## config.mk

```make
export PLATFORM = sky130hd
export DESIGN_NAME = wgd_front
export DESIGN_NICKNAME = d
export VERILOG_FILES = /design/src/sv/wgd_pkg.sv /design/src/sv/wgd_front.sv
export SDC_FILE = /design/constraint.sdc
export NUM_CORES = 2
export LEC_CHECK = 0
export ABC_AREA = 1
export BUFFER_PORTS_ARGS = -buffer_cell sky130_fd_sc_hd__buf_2
export CORE_MARGIN = 10
export CORE_UTILIZATION = 42
export CTS_CLUSTER_SIZE = 24
export DETAILED_ROUTE_END_ITERATION = 10
export MAX_ROUTING_LAYER = met4
export PLACE_DENSITY = 0.69
export SYNTH_ARGS = -nofsm -noshare
export SYNTH_HDL_FRONTEND = slang
export SYNTH_SLANG_ARGS = --single-unit
```

## constraint.sdc

```tcl
create_clock -name clock -period 32.9 [get_ports clock]
set_input_delay 6.58 -clock clock [delete_from_list [all_inputs] [get_ports clock]]
set_output_delay 6.58 -clock clock [all_outputs]
set_load 0.01 [all_outputs]
```

## src/sv/wgd_pkg.sv

```systemverilog
`default_nettype none

package wgd_pkg;

   localparam int MAX_CORES   = 1024;
   localparam int MAX_WARPS   = 32;
   localparam int MAX_THREADS = 32;

   localparam int TASK_W     = 31;
   localparam int GRID_W     = 16;
   localparam int CORE_CNT_W = 11;
   localparam int CNT_W      = 6;
   localparam int CORE_W     = 10;
   localparam int WARP_W     = 5;
   localparam int THR_W      = 5;
   localparam int STATUS_W   = 2;
   localparam int XY_W       = 2 * GRID_W;
   localparam int TOT_W      = 3 * GRID_W;
   localparam int IDX_W      = 3;
   localparam int DIV_CNT_W  = $clog2(TASK_W);

   localparam logic [TOT_W-1:0] TASK_LIMIT = TOT_W'(32'h7FFF_FFFF);

   localparam logic [STATUS_W-1:0] STATUS_OK   = 2'd0;
   localparam logic [STATUS_W-1:0] STATUS_NONE = 2'd1;
   localparam logic [STATUS_W-1:0] STATUS_BIG  = 2'd2;

   localparam logic [IDX_W-1:0] REG_GRID_X  = 3'd0;
   localparam logic [IDX_W-1:0] REG_GRID_Y  = 3'd1;
   localparam logic [IDX_W-1:0] REG_GRID_Z  = 3'd2;
   localparam logic [IDX_W-1:0] REG_CORES   = 3'd3;
   localparam logic [IDX_W-1:0] REG_WARPS   = 3'd4;
   localparam logic [IDX_W-1:0] REG_THREADS = 3'd5;

   // per-core split of a share into warp batches
   typedef struct packed {
      logic [TASK_W-1:0] share;
      logic [TASK_W-1:0] tw;
      logic [CNT_W-1:0]  rt;
      logic [TASK_W-1:0] fw;
      logic [CNT_W-1:0]  rw;
   } share_type;

   typedef struct packed {
      logic                  too_large;
      logic                  empty;
      logic [CORE_CNT_W-1:0] ncores;
      logic [TASK_W-1:0]     per_core;
      logic [CNT_W-1:0]      nw;
      logic [CNT_W-1:0]      nt;
      logic [XY_W-1:0]       xy;
      logic [GRID_W-1:0]     grid_x;
      share_type             share_mid;
      share_type             share_last;
   } cfg_type;

   typedef struct packed {
      logic [STATUS_W-1:0] status;
      logic [TASK_W-1:0]   task_id;
      logic                last_slot;
   } work_type;

   typedef struct packed {
      logic [STATUS_W-1:0] status;
      logic                last_slot;
      logic [TASK_W-1:0]   task_id;
      logic [XY_W-1:0]     rem;
      logic [GRID_W-1:0]   qk;
      logic [GRID_W-1:0]   qj;
   } pipe_type;

endpackage

`default_nettype wire

```

## src/sv/wgd_front.sv

```systemverilog
`default_nettype none

module wgd_front (
   input  wire                          clock,
   input  wire                          reset,
   input  wire                          busy,
   input  wgd_pkg::cfg_type             cfg,
   input  wire                          req_valid,
   output logic                         req_stall,
   input  wire  [wgd_pkg::CORE_W-1:0]   req_core_index,
   input  wire  [wgd_pkg::WARP_W-1:0]   req_warp_index,
   input  wire  [wgd_pkg::THR_W-1:0]    req_thread_index,
   input  wire  [wgd_pkg::TASK_W-1:0]   req_slot,
   input  wire                          push_ok,
   output logic                         push,
   output wgd_pkg::work_type            push_data
);
   import wgd_pkg::*;

   logic adv, take;

   // stage 1: classify, pick the share, first products
   logic                  s1_valid_ff;
   logic [STATUS_W-1:0]   s1_status_ff;
   logic [THR_W-1:0]      s1_thr_ff;
   logic [TASK_W-1:0]     s1_slot_ff;
   logic [TASK_W:0]       s1_main_ff;
   logic                  s1_rem_ff;
   logic [TASK_W-1:0]     s1_base_ff;
   logic [TASK_W-1:0]     s1_wk_ff;
   logic [CNT_W-1:0]      s1_nt_ff;
   logic [TASK_W-1:0]     s1_share_ff;
   logic [CNT_W-1:0]      s1_rt_ff;

   // stage 2: offsets inside the core
   logic                  s2_valid_ff;
   logic [STATUS_W-1:0]   s2_status_ff;
   logic [TASK_W-1:0]     s2_base_ff;
   logic [TASK_W-1:0]     s2_wkn_ff;
   logic [TASK_W-1:0]     s2_thrm_ff;
   logic [TASK_W-1:0]     s2_slot_ff;
   logic [TASK_W-1:0]     s2_off_ff;
   logic                  s2_lt_ff;
   logic                  s2_eq_ff;
   logic                  s2_last_ff;

   logic                  out_valid_ff;
   work_type              out_ff;

   share_type             sh;
   logic                  is_last, exists;
   logic [CNT_W-1:0]      warp_x, thr_x, warp_cap, rw_min;
   logic [STATUS_W-1:0]   status1;
   logic [TASK_W:0]       main1;
   logic [TASK_W:0]       slot_x;

   assign adv  = !out_valid_ff || push_ok;
   assign take = req_valid && !req_stall;
   assign req_stall = busy || !adv;

   assign warp_x  = CNT_W'(req_warp_index);
   assign thr_x   = CNT_W'(req_thread_index);
   assign is_last = CORE_CNT_W'(req_core_index) == cfg.ncores - 1'b1;
   assign sh      = is_last ? cfg.share_last : cfg.share_mid;
   assign exists  = warp_x < cfg.nw && thr_x < cfg.nt &&
                    CORE_CNT_W'(req_core_index) < cfg.ncores;

   always_comb begin
      if (cfg.too_large) begin
         status1 = STATUS_BIG;
      end else if (cfg.empty || !exists) begin
         status1 = STATUS_NONE;
      end else begin
         status1 = STATUS_OK;
      end
   end

   // warps that run a main batch: min(tw, nw)
   assign warp_cap = (sh.tw >= TASK_W'(cfg.nw)) ? cfg.nw : sh.tw[CNT_W-1:0];
   assign main1 = (warp_x < warp_cap) ? ({1'b0, sh.fw} + (TASK_W+1)'(warp_x < sh.rw))
                                      : '0;
   assign rw_min = (sh.rw < warp_x) ? sh.rw : warp_x;

   assign slot_x = {1'b0, s1_slot_ff};

   always_ff @(posedge clock) begin
      if (reset) begin
         s1_valid_ff <= 1'b0;
         s2_valid_ff <= 1'b0;
         out_valid_ff <= 1'b0;
      end else if (adv) begin
         s1_valid_ff <= take;
         s2_valid_ff <= s1_valid_ff;
         out_valid_ff <= s2_valid_ff;
      end
   end

   always_ff @(posedge clock) begin
      if (adv) begin
         s1_status_ff <= status1;
         s1_thr_ff <= req_thread_index;
         s1_slot_ff <= req_slot;
         s1_main_ff <= main1;
         s1_rem_ff <= sh.rt != '0 && req_warp_index == '0 && thr_x < sh.rt;
         s1_base_ff <= TASK_W'(req_core_index) * cfg.per_core;
         s1_wk_ff <= sh.fw * TASK_W'(req_warp_index) + TASK_W'(rw_min);
         s1_nt_ff <= cfg.nt;
         s1_share_ff <= sh.share;
         s1_rt_ff <= sh.rt;

         s2_status_ff <= s1_status_ff;
         s2_base_ff <= s1_base_ff;
         s2_wkn_ff <= s1_wk_ff * TASK_W'(s1_nt_ff);
         s2_thrm_ff <= TASK_W'(s1_main_ff[TASK_W-1:0] * TASK_W'(s1_thr_ff));
         s2_slot_ff <= s1_slot_ff;
         s2_off_ff <= s1_share_ff - TASK_W'(s1_rt_ff) + TASK_W'(s1_thr_ff);
         s2_lt_ff <= slot_x < s1_main_ff;
         s2_eq_ff <= slot_x == s1_main_ff && s1_rem_ff;
         s2_last_ff <= (slot_x + 1'b1) == s1_main_ff + (TASK_W+1)'(s1_rem_ff);

         if (s2_status_ff != STATUS_OK) begin
            out_ff.status <= s2_status_ff;
            out_ff.task_id <= '0;
            out_ff.last_slot <= 1'b0;
         end else if (s2_lt_ff) begin
            out_ff.status <= STATUS_OK;
            out_ff.task_id <= s2_base_ff + s2_wkn_ff + s2_thrm_ff + s2_slot_ff;
            out_ff.last_slot <= s2_last_ff;
         end else if (s2_eq_ff) begin
            out_ff.status <= STATUS_OK;
            out_ff.task_id <= s2_base_ff + s2_off_ff;
            out_ff.last_slot <= s2_last_ff;
         end else begin
            out_ff.status <= STATUS_NONE;
            out_ff.task_id <= '0;
            out_ff.last_slot <= 1'b0;
         end
      end
   end

   assign push      = out_valid_ff && push_ok;
   assign push_data = out_ff;

endmodule

`default_nettype wire

```

# After elaboration in Yosys (flattened, before gate mapping)

Index checks and enable logic that the tools add are counted.

Flip-flop bits (word level): 373
Input bits: 370
Output and inout bits: 36

$add $sub $neg: 11
$mul: 4
Magnitude comparators: 9
Equality and inequality tests: 3
Multiplexer cells: 7
Reductions and logical operators: 17

Operator list:

| operator                                           | number |
|---|---|
| adder 31 bit                                       | 4 |
| 2-to-1 mux 105 bit                                 | 1 |
| 2-to-1 mux 33 bit                                  | 2 |
| multiplier 31 x 5 -> 31 bit                        | 2 |
| 2-to-1 mux 34 bit                                  | 1 |
| adder 31 x 1 -> 32 bit                             | 1 |
| adder 31 x 1 -> 32 bit, second input constant      | 1 |
| adder 32 x 1 -> 32 bit                             | 1 |
| equality test 31 x 32 -> 1 bit                     | 1 |
| equality test 32 bit                               | 1 |
| < comparator 31 x 32 -> 1 bit                      | 1 |
| adder 31 x 5 -> 31 bit                             | 1 |
| adder 31 x 6 -> 31 bit                             | 1 |
| >= comparator 31 x 6 -> 1 bit                      | 1 |
| multiplier 10 x 31 -> 31 bit                       | 1 |
| multiplier 31 x 6 -> 31 bit                        | 1 |
| subtractor 31 x 6 -> 31 bit                        | 1 |
| < comparator 5 x 6 -> 1 bit                        | 5 |
| 2-to-1 mux 6 bit                                   | 2 |
| equality test 10 x 11 -> 1 bit                     | 1 |
| < comparator 10 x 11 -> 1 bit                      | 1 |
| subtractor 11 x 1 -> 11 bit, second input constant | 1 |
| logical AND 1 bit                                  | 7 |
| < comparator 6 x 5 -> 1 bit                        | 1 |
| 6 further kinds                                    | 11 |

# Longest topological paths before layout

Word-level depth: 6
Gate-level depth with buffers: 43
Gate-level depth less buffers: 39

# Least setup slack after synthesis

Ideal clock, no wire load.

Path type: input -> output
Start: input port push_ok
End: output port req_stall
Arrival time: 14.649 ns
Required time: 26.320 ns
Slack: 11.671 ns
Stages on the path: 3
Buffers on the path: 0
Path through: nor2_1 inv_1 nand2_1

Cells in the longest elaborated chain, start to end: 3

RTL lines:

| element            | RTL line        | RTL |
|---|---|---|
| start: declaration | wgd_front.sv:14 | `input wire push_ok,` |
| logical OR 1 bit   | wgd_front.sv:57 | `assign adv = !out_valid_ff \|\| push_ok;` |
| logical NOT 1 bit  | wgd_front.sv:59 | `assign req_stall = busy \|\| !adv;` |
| logical OR 1 bit   | wgd_front.sv:59 |  |
| end: declaration   | wgd_front.sv:9  | `output logic req_stall,` |

Every way passes these cells.

# Worst setup path in the final report

Start: input port req_core_index[0] in the netlist's numbering
End: register s1_wk_ff[27], data pin

Cells in the longest elaborated chain, start to end: 5

RTL lines:

| element                                                             | RTL line         | RTL |
|---|---|---|
| start: declaration                                                  | wgd_front.sv:10  | `input wire [wgd_pkg::CORE_W-1:0] req_core_index,` |
| equality test 10 x 11 -> 1 bit *                                    | wgd_front.sv:63  | `assign is_last = CORE_CNT_W'(req_core_index) == cfg.ncores - 1'b1;` |
| 2-to-1 mux 105 bit *                                                | wgd_front.sv:64  | `assign sh = is_last ? cfg.share_last : cfg.share_mid;` |
| branches (longest 2 deep; another with multiplier 31 x 5 -> 31 bit) | n/a              |  |
| adder 31 x 6 -> 31 bit *                                            | wgd_front.sv:106 | `s1_wk_ff <= sh.fw * TASK_W'(req_warp_index) + TASK_W'(rw_min);` |
| end signal: assignment                                              | wgd_front.sv:106 |  |
| end: declaration                                                    | wgd_front.sv:30  | `logic [TASK_W-1:0] s1_wk_ff;` |

Every way passes the cells marked *.
A chain may end at the register's enable or synchronous reset.

==> impl_metrics.json <==
{
  "switching_share_pct": 52.8,
  "synth.largest_area_cell": "edfxtp_1",
  "leakagePower_nw": 25.1,
  "maxCapViolations": 0,
  "synth_top_area_share_pct": 24.8,
  "synth_cells": 5375,
  "iter_0_drt_violations": 2942,
  "crit_path_frequent_cell": "nor2_1",
  "floorplan.initialDensity_pct": 42.4,
  "synth_warnings": 0,
  "postSynth.topFlopCell": "edfxtp_1",
  "cell_chosen_for_the_clock_root": "clkbuf_16",
  "synth_top_cells_by_area": "edfxtp_1, fa_1, nand2_1, ha_1, inv_1",
  "remaining_drc_errors": 0,
  "die_width_um": 347,
  "grt.total_usage_pct": 22.3,
  "max_slew_margin_pct": 12.1,
  "post-cts-setup-buffer-count": 0,
  "final_net_count": 6872,
  "numCtsBuffers": 47,
  "fin_crit_sh_pct": 45.7,
  "clock_power_share_pct": 9.5,
  "post-route-cell-area_mm2": 0.0495,
  "placedInstanceArea_mm2": 0.0479,
  "postLayoutSetupSlackWorst_ps": 17860,
  "grt_antenna_before_repair": 13,
  "average_via_count_per_standard_cell": 5.15,
  "setup.worst_path.start_class": "input port",
  "synth_most_common_cell": "nand2_1",
  "chip_height_um": 347,
  "syn-num-nets": 6606,
  "finalWorstPathRequiredPeriod_ps": 15040,
  "seq_area_frac_synth_pct": 24.9,
  "portBuffers": 357,
  "grt_pass1_vias": 37200,
  "core_region_area_mm2": 0.106,
  "async_reset_ff_share_pct": 0,
  "postSynthRegisterBits": 373,
  "cp_max_fo": 89,
  "syn-cell-area_mm2": 0.0448,
  "cpMaxStageDelayCell": "inv_4",
  "postcts_resize_cnt": 0,
  "internal_power_w": 0.00268,
  "netlist_top_cells_count": "nand2_1, inv_1, fa_1",
  "num_io_pins": 406,
  "tightest_slew_ps": 1320,
  "final_wtd_congestion": 0.985,
  "slew_violations": 0,
  "total_switching_power_w": 0.00300,
  "detailroute.via_count": 36400,
  "globalRouteMet1Util_pct": 29.9,
  "worst-endpoint-arrival_ps": 15410,
  "post_synth.cell_area_avg_um2": 8.34,
  "grt-busiest-layer": "met2",
  "firstDrtPassIters": 6,
  "finalCoreUtilization_pct": 46.8,
  "ctsHtreeMaxLevel": 2,
  "insertion_delay_ps": 640,
  "hold_buffers": 0,
  "global_route.overflow_total": 0,
  "num-fill-cells": 10300,
  "floorplan.rows": 119,
  "design.die.area_mm2": 0.120,
  "synth_enable_flop_cells": 370,
  "clock_sinks": 373,
  "hold_crit_path_type": "reg2reg",
  "reg2reg_setup_slack_ps": 27160,
  "wire_length_of_the_first_global_routing_pass_mm": 207,
  "rsz0062_at_grt": "false",
  "use_met3_pct": 3.08,
  "routed_wire_per_std_cell_um": 18.5,
  "synth.distinct_cells": 63,
  "clock_tree_from_tritoncts": "yes",
  "clock_tree.buffer_depth": 3,
  "power.density_cell_area_mw_per_mm2": 115,
  "startpoint_to_endpoint_class_of_the_critical_path": "in2reg",
  "cp.required_ps": 33270,
  "detailedPlacementHpwl_mm": 107,
  "finalClockSkew_ps": 27.9,
  "setup-violations-final": 0,
  "globalRouteMet2Util_pct": 35.2,
  "hold_violations": 0,
  "pre_cts_slack_ps": 17180,
  "post_route_cells_drive_above_1_share_pct": 9.58,
  "max-vdd-ir-drop_uv": 158,
  "largest_net_degree_at_the_start_of_global_routing": 166,
  "critical_path.endpoint_type": "register",
  "share_of_power_burned_in_combinational_logic_pct": 73.1,
  "totalNegativeSetupSlack_ps": 0,
  "crit_path_max_incr_delay_ps": 700,
  "finalWirelength_mm": 131,
  "share_seq_of_total_power_pct": 17.4,
  "totalPowerFinal_w": 0.00569,
  "clock.fmax_ghz": 0.0665,
  "area.growth.synth_to_final_pct": 10.4,
  "run_status": "finished clean",
  "cts.reportedPaths.clkPinSlew_ps": 60,
  "final_antenna_net_count": 0
}
path summary, 6_finish.rpt:
kind,startpoint,endpoint,depth (start not counted)
worst max-delay path,req_core_index[0],s1_wk_ff[27],38
worst min-delay path,s1_base_ff[23],s2_base_ff[23],0
worst max register to register,s1_nt_ff[0],s2_wkn_ff[30],21
worst min register to register,s1_base_ff[23],s2_base_ff[23],0
power by group through the flow:
stage	registers [W]	logic, W	clock network [W]
2_1_floorplan	0.000913	0.00298	0
3_3_place_gp	0.000995	0.00407	0
3_5_place_dp	0.000997	0.00413	0
4_1_cts	0.000988	0.00417	0.000556
5_1_grt	0.00100	0.00468	0.000575
6_report	0.000988	0.00416	0.000541
per-stage QoR:
stage | std cells | hold WS, ps
finish | 7080 | 417
global route | 7080 | 418
CTS | 7071 | 414
detailed placement | 6983 | 405
global placement | 6983 | 401
floorplan | 5375 | 400
per-layer routing:
metal | share of wire (%) | vias up
met5 | 0 | -
met3 | 6.8 | 172
met4 | 3.0 | 0
li1 | - | 17500
met1 | 44 | 17600
met2 | 46 | 1215
registers in the layout, summed over array words and instances (netlist names), 2 cells and up:
| register | cells |
|---|---|
| push_data | 34 |
| s1_main_ff | 32 |
| s1_base_ff | 31 |
| s1_share_ff | 31 |
| s1_slot_ff | 31 |
| s1_wk_ff | 31 |
| s2_base_ff | 31 |
| s2_off_ff | 31 |
| s2_slot_ff | 31 |
| s2_thrm_ff | 31 |
| s2_wkn_ff | 31 |
| s1_nt_ff | 6 |
| s1_rt_ff | 6 |
| s1_thr_ff | 5 |
| s1_status_ff | 2 |
| s2_status_ff | 2 |
cell type report:
cell class	count	area (um^2)	share of cell area, %
tap	1391	1740	3.51
inverter	1009	3800	7.67
clock inverter	38	414	0.836
sequential	373	11200	22.6
timing repair buffer	374	1930	3.89
antenna	9	22.5	0.0455
multi-input combinational	3836	29200	59.0
clock buffer	50	1210	2.44
critical path: cells and delay by family:
kind	cells	cell delay, ps
AND/OR/NAND/NOR	15	2650
adder cells (fa/ha/maj)	6	2400
AO/OA/AOI/OAI	9	2060
buffers and inverters	7	1460
XOR/XNOR	1	190
cells in the final DEF (no fill, tap or decap), types with 8 or more instances in the layout:
| master | n |
|---|---|
| a21boi_0 | 19 |
| buf_2 | 357 |
| or2_2 | 17 |
| clkinvlp_4 | 8 |
| o211ai_1 | 13 |
| o21bai_1 | 16 |
| nor3_1 | 46 |
| nand2_2 | 18 |
| o21ai_0 | 132 |
| nand3_1 | 147 |
| inv_1 | 997 |
| o21a_1 | 16 |
| nand2_1 | 1381 |
| a21o_1 | 21 |
| buf_4 | 16 |
| nand3b_1 | 13 |
| edfxtp_1 | 370 |
| xor2_1 | 166 |
| o31ai_1 | 9 |
| nand4_1 | 53 |
| a211oi_1 | 9 |
| clkbuf_16 | 48 |
| xnor2_1 | 107 |
| fa_1 | 526 |
| nor2_1 | 335 |
| ha_1 | 335 |
| a21oi_1 | 321 |
| inv_2 | 9 |
| nor2_2 | 15 |
| clkinv_4 | 8 |
| diode_2 | 9 |
| nor4_1 | 26 |
| a31oi_1 | 26 |
cell families after synthesis:
logic type      synth area share, %
fa+ha+maj                      32.8
xor+xnor                       5.33
flops                          24.9
compound gates                 7.77
buf+inv                        9.88
other cells                 0.00836
simple gates                   19.2
mux                          0.0446
Note: power is estimated with default switching activity, not from simulation.
