File: src/sv/wgd_pkg.sv
`default_nettype none

package wgd_pkg;

   localparam int MAX_CORES   = 1024;
   localparam int MAX_WARPS   = 32;
   localparam int MAX_THREADS = 32;

   localparam int TASK_W     = 31;
   localparam int GRID_W     = 16;
   localparam int CORE_CNT_W = 11;
   localparam int CNT_W      = 6;
   localparam int CORE_W     = 10;
   localparam int WARP_W     = 5;
   localparam int THR_W      = 5;
   localparam int STATUS_W   = 2;
   localparam int XY_W       = 2 * GRID_W;
   localparam int TOT_W      = 3 * GRID_W;
   localparam int IDX_W      = 3;
   localparam int DIV_CNT_W  = $clog2(TASK_W);

   localparam logic [TOT_W-1:0] TASK_LIMIT = TOT_W'(32'h7FFF_FFFF);

   localparam logic [STATUS_W-1:0] STATUS_OK   = 2'd0;
   localparam logic [STATUS_W-1:0] STATUS_NONE = 2'd1;
   localparam logic [STATUS_W-1:0] STATUS_BIG  = 2'd2;

   localparam logic [IDX_W-1:0] REG_GRID_X  = 3'd0;
   localparam logic [IDX_W-1:0] REG_GRID_Y  = 3'd1;
   localparam logic [IDX_W-1:0] REG_GRID_Z  = 3'd2;
   localparam logic [IDX_W-1:0] REG_CORES   = 3'd3;
   localparam logic [IDX_W-1:0] REG_WARPS   = 3'd4;
   localparam logic [IDX_W-1:0] REG_THREADS = 3'd5;

   // per-core split of a share into warp batches
   typedef struct packed {
      logic [TASK_W-1:0] share;
      logic [TASK_W-1:0] tw;
      logic [CNT_W-1:0]  rt;
      logic [TASK_W-1:0] fw;
      logic [CNT_W-1:0]  rw;
   } share_type;

   typedef struct packed {
      logic                  too_large;
      logic                  empty;
      logic [CORE_CNT_W-1:0] ncores;
      logic [TASK_W-1:0]     per_core;
      logic [CNT_W-1:0]      nw;
      logic [CNT_W-1:0]      nt;
      logic [XY_W-1:0]       xy;
      logic [GRID_W-1:0]     grid_x;
      share_type             share_mid;
      share_type             share_last;
   } cfg_type;

   typedef struct packed {
      logic [STATUS_W-1:0] status;
      logic [TASK_W-1:0]   task_id;
      logic                last_slot;
   } work_type;

   typedef struct packed {
      logic [STATUS_W-1:0] status;
      logic                last_slot;
      logic [TASK_W-1:0]   task_id;
      logic [XY_W-1:0]     rem;
      logic [GRID_W-1:0]   qk;
      logic [GRID_W-1:0]   qj;
   } pipe_type;

endpackage

`default_nettype wire

File: src/sv/wgd_divider.sv
`default_nettype none

module wgd_divider (
   input  wire                             clock,
   input  wire                             reset,
   input  wire                             start,
   input  wire  [wgd_pkg::TASK_W-1:0]      dividend,
   input  wire  [wgd_pkg::CORE_CNT_W-1:0]  divisor,
   output logic                            done,
   output logic [wgd_pkg::TASK_W-1:0]      quotient,
   output logic [wgd_pkg::CORE_CNT_W-1:0]  remainder
);
   import wgd_pkg::*;

   logic                  busy_ff;
   logic                  done_ff;
   logic [DIV_CNT_W-1:0]  count_ff;
   logic [TASK_W-1:0]     quot_ff;
   logic [CORE_CNT_W-1:0] rem_ff;
   logic [CORE_CNT_W-1:0] divisor_ff;
   logic [CORE_CNT_W:0]   trial;
   logic [CORE_CNT_W:0]   diff;
   logic                  fits;

   // restoring division, one quotient bit per cycle
   assign trial = {rem_ff, quot_ff[TASK_W-1]};
   assign fits  = trial >= {1'b0, divisor_ff};
   assign diff  = trial - {1'b0, divisor_ff};

   always_ff @(posedge clock) begin
      if (reset) begin
         busy_ff <= 1'b0;
         done_ff <= 1'b0;
         count_ff <= '0;
      end else begin
         done_ff <= 1'b0;
         if (start) begin
            busy_ff <= 1'b1;
            count_ff <= DIV_CNT_W'(TASK_W - 1);
         end else if (busy_ff) begin
            if (count_ff == '0) begin
               busy_ff <= 1'b0;
               done_ff <= 1'b1;
            end else begin
               count_ff <= count_ff - 1'b1;
            end
         end
      end
   end

   always_ff @(posedge clock) begin
      if (start) begin
         quot_ff <= dividend;
         rem_ff <= '0;
         divisor_ff <= divisor;
      end else if (busy_ff) begin
         quot_ff <= {quot_ff[TASK_W-2:0], fits};
         rem_ff <= fits ? diff[CORE_CNT_W-1:0] : trial[CORE_CNT_W-1:0];
      end
   end

   assign done      = done_ff;
   assign quotient  = quot_ff;
   assign remainder = rem_ff;

endmodule

`default_nettype wire

File: src/sv/wgd_setup.sv
`default_nettype none

module wgd_setup (
   input  wire                          clock,
   input  wire                          reset,
   input  wire                          csr_valid,
   output logic                         csr_ready,
   input  wire  [wgd_pkg::IDX_W-1:0]    csr_index,
   input  wire  [wgd_pkg::GRID_W-1:0]   csr_data,
   output logic                         busy,
   output wgd_pkg::cfg_type             cfg
);
   import wgd_pkg::*;

   localparam logic [3:0] ST_IDLE    = 4'd0;
   localparam logic [3:0] ST_MUL_XY  = 4'd1;
   localparam logic [3:0] ST_MUL_TOT = 4'd2;
   localparam logic [3:0] ST_CHECK   = 4'd3;
   localparam logic [3:0] ST_DIV_NC  = 4'd4;
   localparam logic [3:0] ST_DIV_PC  = 4'd5;
   localparam logic [3:0] ST_DIV_TWM = 4'd6;
   localparam logic [3:0] ST_DIV_FWM = 4'd7;
   localparam logic [3:0] ST_DIV_TWL = 4'd8;
   localparam logic [3:0] ST_DIV_FWL = 4'd9;

   logic [GRID_W-1:0]     grid_x_ff, grid_y_ff, grid_z_ff;
   logic [CORE_CNT_W-1:0] core_count_ff;
   logic [CNT_W-1:0]      warps_ff, threads_ff;
   logic [3:0]            state_ff, state_in;
   logic                  launched_ff, launched_in;
   logic [XY_W-1:0]       xy_ff;
   logic [TOT_W-1:0]      total_ff;
   logic [CORE_CNT_W-1:0] wt_ff;
   cfg_type               cfg_ff;

   logic [CORE_CNT_W-1:0] nc_max;
   logic [CNT_W-1:0]      nw, nt;
   logic                  wr;
   logic                  div_start, div_done;
   logic [TASK_W-1:0]     div_dividend, div_q;
   logic [CORE_CNT_W-1:0] div_divisor, div_r;

   assign wr = csr_valid && csr_ready;
   assign csr_ready = 1'b1;

   assign nc_max = (core_count_ff > CORE_CNT_W'(MAX_CORES)) ? CORE_CNT_W'(MAX_CORES)
                                                            : core_count_ff;
   assign nw = (warps_ff > CNT_W'(MAX_WARPS)) ? CNT_W'(MAX_WARPS) : warps_ff;
   assign nt = (threads_ff > CNT_W'(MAX_THREADS)) ? CNT_W'(MAX_THREADS) : threads_ff;

   always_ff @(posedge clock) begin
      if (reset) begin
         grid_x_ff <= GRID_W'(1);
         grid_y_ff <= GRID_W'(1);
         grid_z_ff <= GRID_W'(1);
         core_count_ff <= CORE_CNT_W'(1);
         warps_ff <= CNT_W'(4);
         threads_ff <= CNT_W'(4);
         state_ff <= ST_MUL_XY;
         launched_ff <= 1'b0;
      end else if (wr) begin
         case (csr_index)
            REG_GRID_X:  grid_x_ff <= csr_data;
            REG_GRID_Y:  grid_y_ff <= csr_data;
            REG_GRID_Z:  grid_z_ff <= csr_data;
            REG_CORES:   core_count_ff <= csr_data[CORE_CNT_W-1:0];
            REG_WARPS:   warps_ff <= csr_data[CNT_W-1:0];
            REG_THREADS: threads_ff <= csr_data[CNT_W-1:0];
            default: ;
         endcase
         state_ff <= ST_MUL_XY;
         launched_ff <= 1'b0;
      end else begin
         state_ff <= state_in;
         launched_ff <= launched_in;
      end
   end

   always_comb begin
      state_in = state_ff;
      launched_in = launched_ff;
      div_start = 1'b0;
      div_dividend = total_ff[TASK_W-1:0];
      div_divisor = wt_ff;
      case (state_ff)
         ST_IDLE: ;
         ST_MUL_XY: state_in = ST_MUL_TOT;
         ST_MUL_TOT: state_in = ST_CHECK;
         ST_CHECK: begin
            if (total_ff > TASK_LIMIT || total_ff == '0 || nc_max == '0 ||
                nw == '0 || nt == '0) begin
               state_in = ST_IDLE;
            end else if (total_ff > TOT_W'(wt_ff)) begin
               state_in = ST_DIV_NC;
            end else begin
               state_in = ST_DIV_PC;
            end
         end
         default: begin
            case (state_ff)
               ST_DIV_NC: begin
                  div_dividend = total_ff[TASK_W-1:0];
                  div_divisor = wt_ff;
               end
               ST_DIV_PC: begin
                  div_dividend = total_ff[TASK_W-1:0];
                  div_divisor = cfg_ff.ncores;
               end
               ST_DIV_TWM: begin
                  div_dividend = cfg_ff.share_mid.share;
                  div_divisor = CORE_CNT_W'(nt);
               end
               ST_DIV_FWM: begin
                  div_dividend = cfg_ff.share_mid.tw;
                  div_divisor = CORE_CNT_W'(nw);
               end
               ST_DIV_TWL: begin
                  div_dividend = cfg_ff.share_last.share;
                  div_divisor = CORE_CNT_W'(nt);
               end
               default: begin
                  div_dividend = cfg_ff.share_last.tw;
                  div_divisor = CORE_CNT_W'(nw);
               end
            endcase
            if (!launched_ff) begin
               div_start = 1'b1;
               launched_in = 1'b1;
            end else if (div_done) begin
               launched_in = 1'b0;
               case (state_ff)
                  ST_DIV_NC:  state_in = ST_DIV_PC;
                  ST_DIV_PC:  state_in = ST_DIV_TWM;
                  ST_DIV_TWM: state_in = ST_DIV_FWM;
                  ST_DIV_FWM: state_in = ST_DIV_TWL;
                  ST_DIV_TWL: state_in = ST_DIV_FWL;
                  default:    state_in = ST_IDLE;
               endcase
            end
         end
      endcase
   end

   always_ff @(posedge clock) begin
      case (state_ff)
         ST_MUL_XY: begin
            xy_ff <= XY_W'(grid_x_ff) * XY_W'(grid_y_ff);
            wt_ff <= CORE_CNT_W'(CORE_CNT_W'(nw) * CORE_CNT_W'(nt));
         end
         ST_MUL_TOT: total_ff <= TOT_W'(xy_ff) * TOT_W'(grid_z_ff);
         ST_CHECK: begin
            cfg_ff.too_large <= total_ff > TASK_LIMIT;
            cfg_ff.empty <= total_ff == '0 || nc_max == '0 || nw == '0 || nt == '0;
            cfg_ff.ncores <= CORE_CNT_W'(1);
            cfg_ff.nw <= nw;
            cfg_ff.nt <= nt;
            cfg_ff.xy <= xy_ff;
            cfg_ff.grid_x <= grid_x_ff;
         end
         default: begin
            if (launched_ff && div_done) begin
               case (state_ff)
                  ST_DIV_NC: begin
                     cfg_ff.ncores <= (div_q > TASK_W'(nc_max)) ? nc_max
                                                               : div_q[CORE_CNT_W-1:0];
                  end
                  ST_DIV_PC: begin
                     cfg_ff.per_core <= div_q;
                     cfg_ff.share_mid.share <= div_q;
                     cfg_ff.share_last.share <= div_q + TASK_W'(div_r);
                  end
                  ST_DIV_TWM: begin
                     cfg_ff.share_mid.tw <= div_q;
                     cfg_ff.share_mid.rt <= div_r[CNT_W-1:0];
                  end
                  ST_DIV_FWM: begin
                     if (cfg_ff.share_mid.tw >= TASK_W'(nw)) begin
                        cfg_ff.share_mid.fw <= div_q;
                        cfg_ff.share_mid.rw <= div_r[CNT_W-1:0];
                     end else begin
                        cfg_ff.share_mid.fw <= TASK_W'(1);
                        cfg_ff.share_mid.rw <= '0;
                     end
                  end
                  ST_DIV_TWL: begin
                     cfg_ff.share_last.tw <= div_q;
                     cfg_ff.share_last.rt <= div_r[CNT_W-1:0];
                  end
                  default: begin
                     if (cfg_ff.share_last.tw >= TASK_W'(nw)) begin
                        cfg_ff.share_last.fw <= div_q;
                        cfg_ff.share_last.rw <= div_r[CNT_W-1:0];
                     end else begin
                        cfg_ff.share_last.fw <= TASK_W'(1);
                        cfg_ff.share_last.rw <= '0;
                     end
                  end
               endcase
            end
         end
      endcase
   end

   wgd_divider u_div (
      .clock     (clock),
      .reset     (reset),
      .start     (div_start),
      .dividend  (div_dividend),
      .divisor   (div_divisor),
      .done      (div_done),
      .quotient  (div_q),
      .remainder (div_r)
   );

   assign busy = state_ff != ST_IDLE;
   assign cfg  = cfg_ff;

endmodule

`default_nettype wire

File: config.mk
export PLATFORM = sky130hd
export DESIGN_NAME = wgd_setup
export DESIGN_NICKNAME = d
export VERILOG_FILES = /design/src/sv/wgd_pkg.sv /design/src/sv/wgd_divider.sv /design/src/sv/wgd_setup.sv
export SDC_FILE = /design/constraint.sdc
export NUM_CORES = 2
export LEC_CHECK = 0
export ABC_AREA = 1
export BUFFER_PORTS_ARGS = -buffer_cell sky130_fd_sc_hd__buf_2
export CAP_MARGIN = 20
export CORE_AREA = 4 4 354 356
export DETAILED_ROUTE_END_ITERATION = 8
export DIE_AREA = 0 0 358 360
export GPL_TIMING_DRIVEN = 0
export PLACE_DENSITY = 0.65
export SYNTH_ARGS = -nofsm -noshare
export SYNTH_HDL_FRONTEND = slang
export SYNTH_SLANG_ARGS = --single-unit
File: constraint.sdc
create_clock -name clock -period 6.4 [get_ports clock]
set_input_delay 0.32 -clock clock [delete_from_list [all_inputs] [get_ports clock]]
set_output_delay 0.32 -clock clock [all_outputs]
set_load 0.01 [all_outputs]
# After elaboration in Yosys (flattened, before gate mapping)

Cells that the tools add are included.

Register bits after elaboration: 510
Word-level logic and storage cells: 147

Add/sub/neg operators: 3
Multipliers: 3
$lt $le $gt $ge: 9
Eq/ne operators: 14
Mux-type cells: 32
Bitwise gates (word level): 6
Reduce and logical (&&, ||, !) cells: 45

Operators with widths:

| cell                                                 | number |
|---|---|
| 2-to-1 mux 31 bit                                    | 4 |
| one-hot mux 31 bit (4 select lines)                  | 1 |
| >= comparator 31 x 6 -> 1 bit                        | 2 |
| 2-to-1 mux 11 bit                                    | 5 |
| > comparator 48 x 11 -> 1 bit                        | 1 |
| > comparator 48 x 31 -> 1 bit, second input constant | 1 |
| zero test 48 bit                                     | 1 |
| multiplier 32 x 16 -> 48 bit                         | 1 |
| 2-to-1 mux 42 bit                                    | 1 |
| one-hot mux 11 bit (3 select lines)                  | 1 |
| multiplier 16 x 16 -> 32 bit                         | 1 |
| adder 31 x 11 -> 31 bit                              | 1 |
| > comparator 31 x 11 -> 1 bit                        | 1 |
| one-hot mux 11 bit (2 select lines)                  | 1 |
| AND reduction 3 bit                                  | 7 |
| one-hot mux 4 bit (5 select lines)                   | 1 |
| equality test 4 x 3 -> 1 bit, second input constant  | 4 |
| one-hot mux 4 bit (4 select lines)                   | 1 |
| AND reduction 2 bit                                  | 8 |
| 2-to-1 mux 5 bit                                     | 3 |
| >= comparator 12 x 11 -> 1 bit                       | 1 |
| > comparator 6 bit, second input constant            | 2 |
| zero test 6 bit                                      | 2 |
| 2-to-1 mux 6 bit                                     | 2 |
| 27 further kinds                                     | 59 |

# Longest topological paths before layout

Depth in word-level cells: 8
Gate-level depth with buffers: 29

# Hierarchy

Synthesis repeated with hierarchy kept, for this count alone.

Cells, all modules: 5827
Area, all modules: 49413.6 sq um

By module, submodules not included:

| module      | times used | cells each | area an instance (sq um) |
|---|---|---|---|
| wgd_setup   | 1          | 5424       | 46130.5 |
| wgd_divider | 1          | 403        | 3283.1 |

# Worst setup path before layout

OpenSTA, ideal clock, no wires.

Path type: flip-flop to flip-flop
From: register xy_ff[5]
To: register total_ff[47] (data pin)
Setup time: 254 ps
Arrival time: 5442 ps
Required time: 6146 ps
Slack: 705 ps
Cell stages (with the launch flop): 25
Buffers on the path: 2
Clock period less this slack: 5695 ps
Cell sequence: edfxtp_1 clkbuf_1 clkbuf_1 nand2_1 fa_1 inv_1 fa_1 inv_1 fa_1 inv_1 fa_1 fa_1 inv_1 fa_1 inv_1 ha_1 a21o_1 a21oi_1 o21ai_1 nor2_1 inv_1 nand3_1 nand3_1 nand2_1 nand2_1

Word-level cells in the longest chain between the ends: 1

Ends and longest elaborated chain:

| item                         | RTL line         | RTL |
|---|---|---|
| start: declaration           | wgd_setup.sv:31  | `logic [XY_W-1:0] xy_ff;` |
| start signal: assignment     | wgd_setup.sv:147 | `xy_ff <= XY_W'(grid_x_ff) * XY_W'(grid_y_ff);` |
| multiplier 32 x 16 -> 48 bit | wgd_setup.sv:150 | `ST_MUL_TOT: total_ff <= TOT_W'(xy_ff) * TOT_W'(grid_z_ff);` |
| end signal: assignment       | wgd_setup.sv:150 |  |
| end: declaration             | wgd_setup.sv:32  | `logic [TOT_W-1:0] total_ff;` |

No other way between the ends.
A chain may end at the register's enable or synchronous reset.

# Worst setup path after layout

From: register grid_z_ff[3]
To: register total_ff[41] (data pin)

Word-level cells in the longest chain between the ends: 1

Ends and longest elaborated chain:

| item                         | RTL line         | RTL |
|---|---|---|
| start: declaration           | wgd_setup.sv:26  | `logic [GRID_W-1:0] grid_x_ff, grid_y_ff, grid_z_ff;` |
| start signal: assignment     | wgd_setup.sv:65  | `REG_GRID_Z: grid_z_ff <= csr_data;` |
| multiplier 32 x 16 -> 48 bit | wgd_setup.sv:150 |  |

No other way between the ends.

==> out/qor.txt <==
status: completed
IO Count: 338
Worst path slowest cell: fa_1
period utilization: 97.3%
Final min period: 6.22 ns
post-synthesis sequential area ratio: 29.6%
Num CTS Buffers: 56
Routed Antenna Nets: 0
commonest cells after routing, fill and taps aside: inv_1 (1315), nand2_1 (1300), fa_1 (629)
Final Worst Setup Slack: 0.175 ns
PortBufs: 335
Total Routing Usage GR: 24.9%
worst clock skew: 0.0863 ns
most common cell after layout, fill and taps aside: inv_1
GR Overflow Total: 0
Placed Cells incl. Taps: 7577
actual slew at the worst max-slew pin: 1.02 ns
Worst Hold Slack: 0.0776 ns
core area: 122000 µm²
hold depth: 5
critical path type: reg -> reg
CP endpoint kind: flop
final setup vio count: 0
maximum clock path buffer count: 3
Post-DP Area: 52600 µm²
Unique masters post-synth: 53
Place WS: -0.597 ns
setup TNS: 0 ns
cell area after synthesis: 48600 µm²
vias in the first global route: 39400
Detailed Route WL: 162000 µm
synth warn: 0
Wirelength per Cell: 21.1 µm
vias per cell: 5.13
layout cells sized above 1: 12.7%
max cap viols: 0
initial antenna violation count: 8
area growth from synthesis to layout: 13.9%
slew margin rel.: 31.4%
CTS tree: built
Layout Nets: 6963
power per cell area: 217 nW/µm²
Core Util, Final: 45.4%
Initial Utilization: 39.9%
worst flop-to-flop path startpoint: grid_z_ff[3]$_SDFFE_PP0P_
register clock-pin slew on the reported worst setup and hold paths: 0.06 ns
DR iter-0 viols: 3805
worst-path fanout max: 10
crit path from: grid_z_ff[3]$_SDFFE_PP0P_
clock root cell: clkbuf_16
Core Rows: 128
total vias in the final route: 39400
largest net degree at the start of global routing: 39
Post-Layout Cell Count: 7684
CP Launch Type: flop
worst reg2reg endpoint: total_ff[41]$_DFFE_PP_
Largest stage delay, worst path: 0.67 ns
Hold Fails Final Rpt: 0
Syn Nets: 6551
H-tree depth: 2
Detail Placement HPWL: 133000 µm
Leak Pwr: 27.9 nW
WP data required: 6.85 ns
WP buf/inv: 6
fillers: 11900
Cells after Synth: 5599
Synth Register Bits: 510
worst min-delay path category: in -> reg
critical path's top delay family: adder cells
cells on worst reg2reg path: 21
die height: 360 µm
die span in x: 358 µm
die area: 129000 µm²
Post-synth EDFFs: 416
Cell Chain, Critical Path: buf_2, nand2_1, fa_1, fa_2, fa_1, inv_1, fa_1, fa_1, inv_1, fa_1, inv_1, ha_2, nand2_1, nor2_1, inv_1, nor2_1, inv_1, nor3_2, nand4_1, nand3_1, xor2_1
FMAX: 161 MHz
most common flop cell mapped by yosys: edfxtp_1
VDD IR-drop max: 253 µV
Worst EP arrival: 6.67 ns
clock tree sinks: 510
Tot Pwr: 12.0 mW
DR pass1 iterations: 8
routability cong.: 0.978
first-pass GRT wire length: 242000 µm
Design Area, Final: 55300 µm²
r2r setup slk: 0.18 ns
average size of a mapped cell: 8.68 µm²
Max Transition Viols Final: 0
asr flop ratio synth: 0%
worst-skew pair later-pin latency: 0.69 ns
DR DRC count: 0
Critical Path Sink: total_ff[41]$_DFFE_PP_
Crit path depth: 21
-- synthesized netlist by cell type, types with 5 or more instances --
master | count | area, µm²
edfxtp_1 | 416 | 12500
o21a_1 | 6 | 45.0
o21ai_0 | 193 | 966
xnor2_1 | 34 | 298
nand4_1 | 43 | 269
o22ai_1 | 16 | 100
nor3_1 | 27 | 135
buf_2 | 23 | 115
nor2_2 | 5 | 31.3
ha_1 | 300 | 3750
nand3_1 | 114 | 571
a21oi_1 | 181 | 906
nand2_1 | 1300 | 4880
a31oi_1 | 23 | 144
inv_1 | 1316 | 4940
o211ai_1 | 17 | 128
a211oi_1 | 15 | 113
nor2_1 | 371 | 1390
dfxtp_1 | 94 | 1880
inv_2 | 13 | 48.8
clkbuf_1 | 214 | 803
nor4_1 | 22 | 138
o21ai_1 | 10 | 50.1
fa_1 | 630 | 12600
xor2_1 | 74 | 648
a221oi_1 | 14 | 123
buf_4 | 40 | 300
o21bai_1 | 13 | 97.6
o221ai_1 | 10 | 87.6
a21o_1 | 18 | 135
-- flip-flops by register name (all words and copies together) (netlist names), 4 cells and up --
name,flops
cfg,283
grid_z_ff,16
u_div.quotient,31
grid_x_ff,16
total_ff,48
grid_y_ff,16
xy_ff,32
wt_ff,11
threads_ff,6
u_div.count_ff,5
core_count_ff,11
u_div.remainder,11
warps_ff,6
state_ff,4
u_div.divisor_ff,11
-- tightest hold or removal path, cell delays in order --
cell and delay [ns]:
buf_2 0.10, nand2_1 0.07, nor2_1 0.08, nand2_1 0.06, nand3_1 0.06
-- layout make-up --
| type | count | area, µm² | area share [%] |
|---|---|---|---|
| Clock buffer | 65 | 1440 | 2.59 |
| Buffer | 204 | 1240 | 2.24 |
| Inverter | 1333 | 5000 | 9.05 |
| Antenna cell | 2 | 5.00 | 0.00905 |
| Multi-Input combinational cell | 3477 | 28100 | 50.8 |
| Clock inverter | 39 | 442 | 0.799 |
| Sequential cell | 510 | 14400 | 26.1 |
| Tap cell | 1625 | 2030 | 3.68 |
| Timing Repair Buffer | 429 | 2650 | 4.79 |
-- worst min-delay path by stage --
stage,startpoint,end,slack [ns]
2_1_floorplan,grid_x_ff[0]$_SDFFE_PP1P_,cfg[210]$_DFFE_PP_,0.41
6_report,csr_index[2],warps_ff[2]$_SDFFE_PP1P_,0.08
3_5_place_dp,grid_x_ff[3]$_SDFFE_PP0P_,cfg[213]$_DFFE_PP_,0.42
4_1_cts,csr_index[2],warps_ff[2]$_SDFFE_PP1P_,0.04
5_1_grt,csr_valid,state_ff[3]$_SDFFE_PP0P_,0.10
3_3_place_gp,grid_x_ff[8]$_SDFFE_PP0P_,cfg[218]$_DFFE_PP_,0.41
-- power by group --
group	internal (mW)	switching (mW)	leakage, nW
registers	4.06	0.381	4.62
clock network	1.87	1.45	0.897
logic	1.43	2.79	22.3
total	7.36	4.62	27.9
-- what timing repair did --
item / 4_1_cts / 5_1_grt
setup buffers: 13 / 47
pin swaps: 0 / 1
hold buffers: 16 / 0
endpoints found under the hold margin: 58 / 0
gates resized for setup: 120 / 199
setup endpoints to repair: 46 / 42
-- layer usage --
layer / vias up / GRT usage (%) / part of all wire [%]
met3: 383 / 5.06 / 9.2
met4: 0 / 9.80 / 4.9
met2: 1919 / 41.4 / 46
li1: 17800 / - / -
met5: - / 0 / 0
met1: 19300 / 31.9 / 40
-- kinds of logic after synthesis --
kind of cell	count (synthesis)	synth area share, %
and+or+nand+nor	1910	15.7
buffers and inverters	1612	12.8
adders and majority gates	930	33.7
AOI/OAI and AO/OA	528	6.18
DFF	510	29.6
xor gates and xnor gates	108	1.95
other	1	0.00772
No activity file was read; power rests on OpenSTA's default activity.
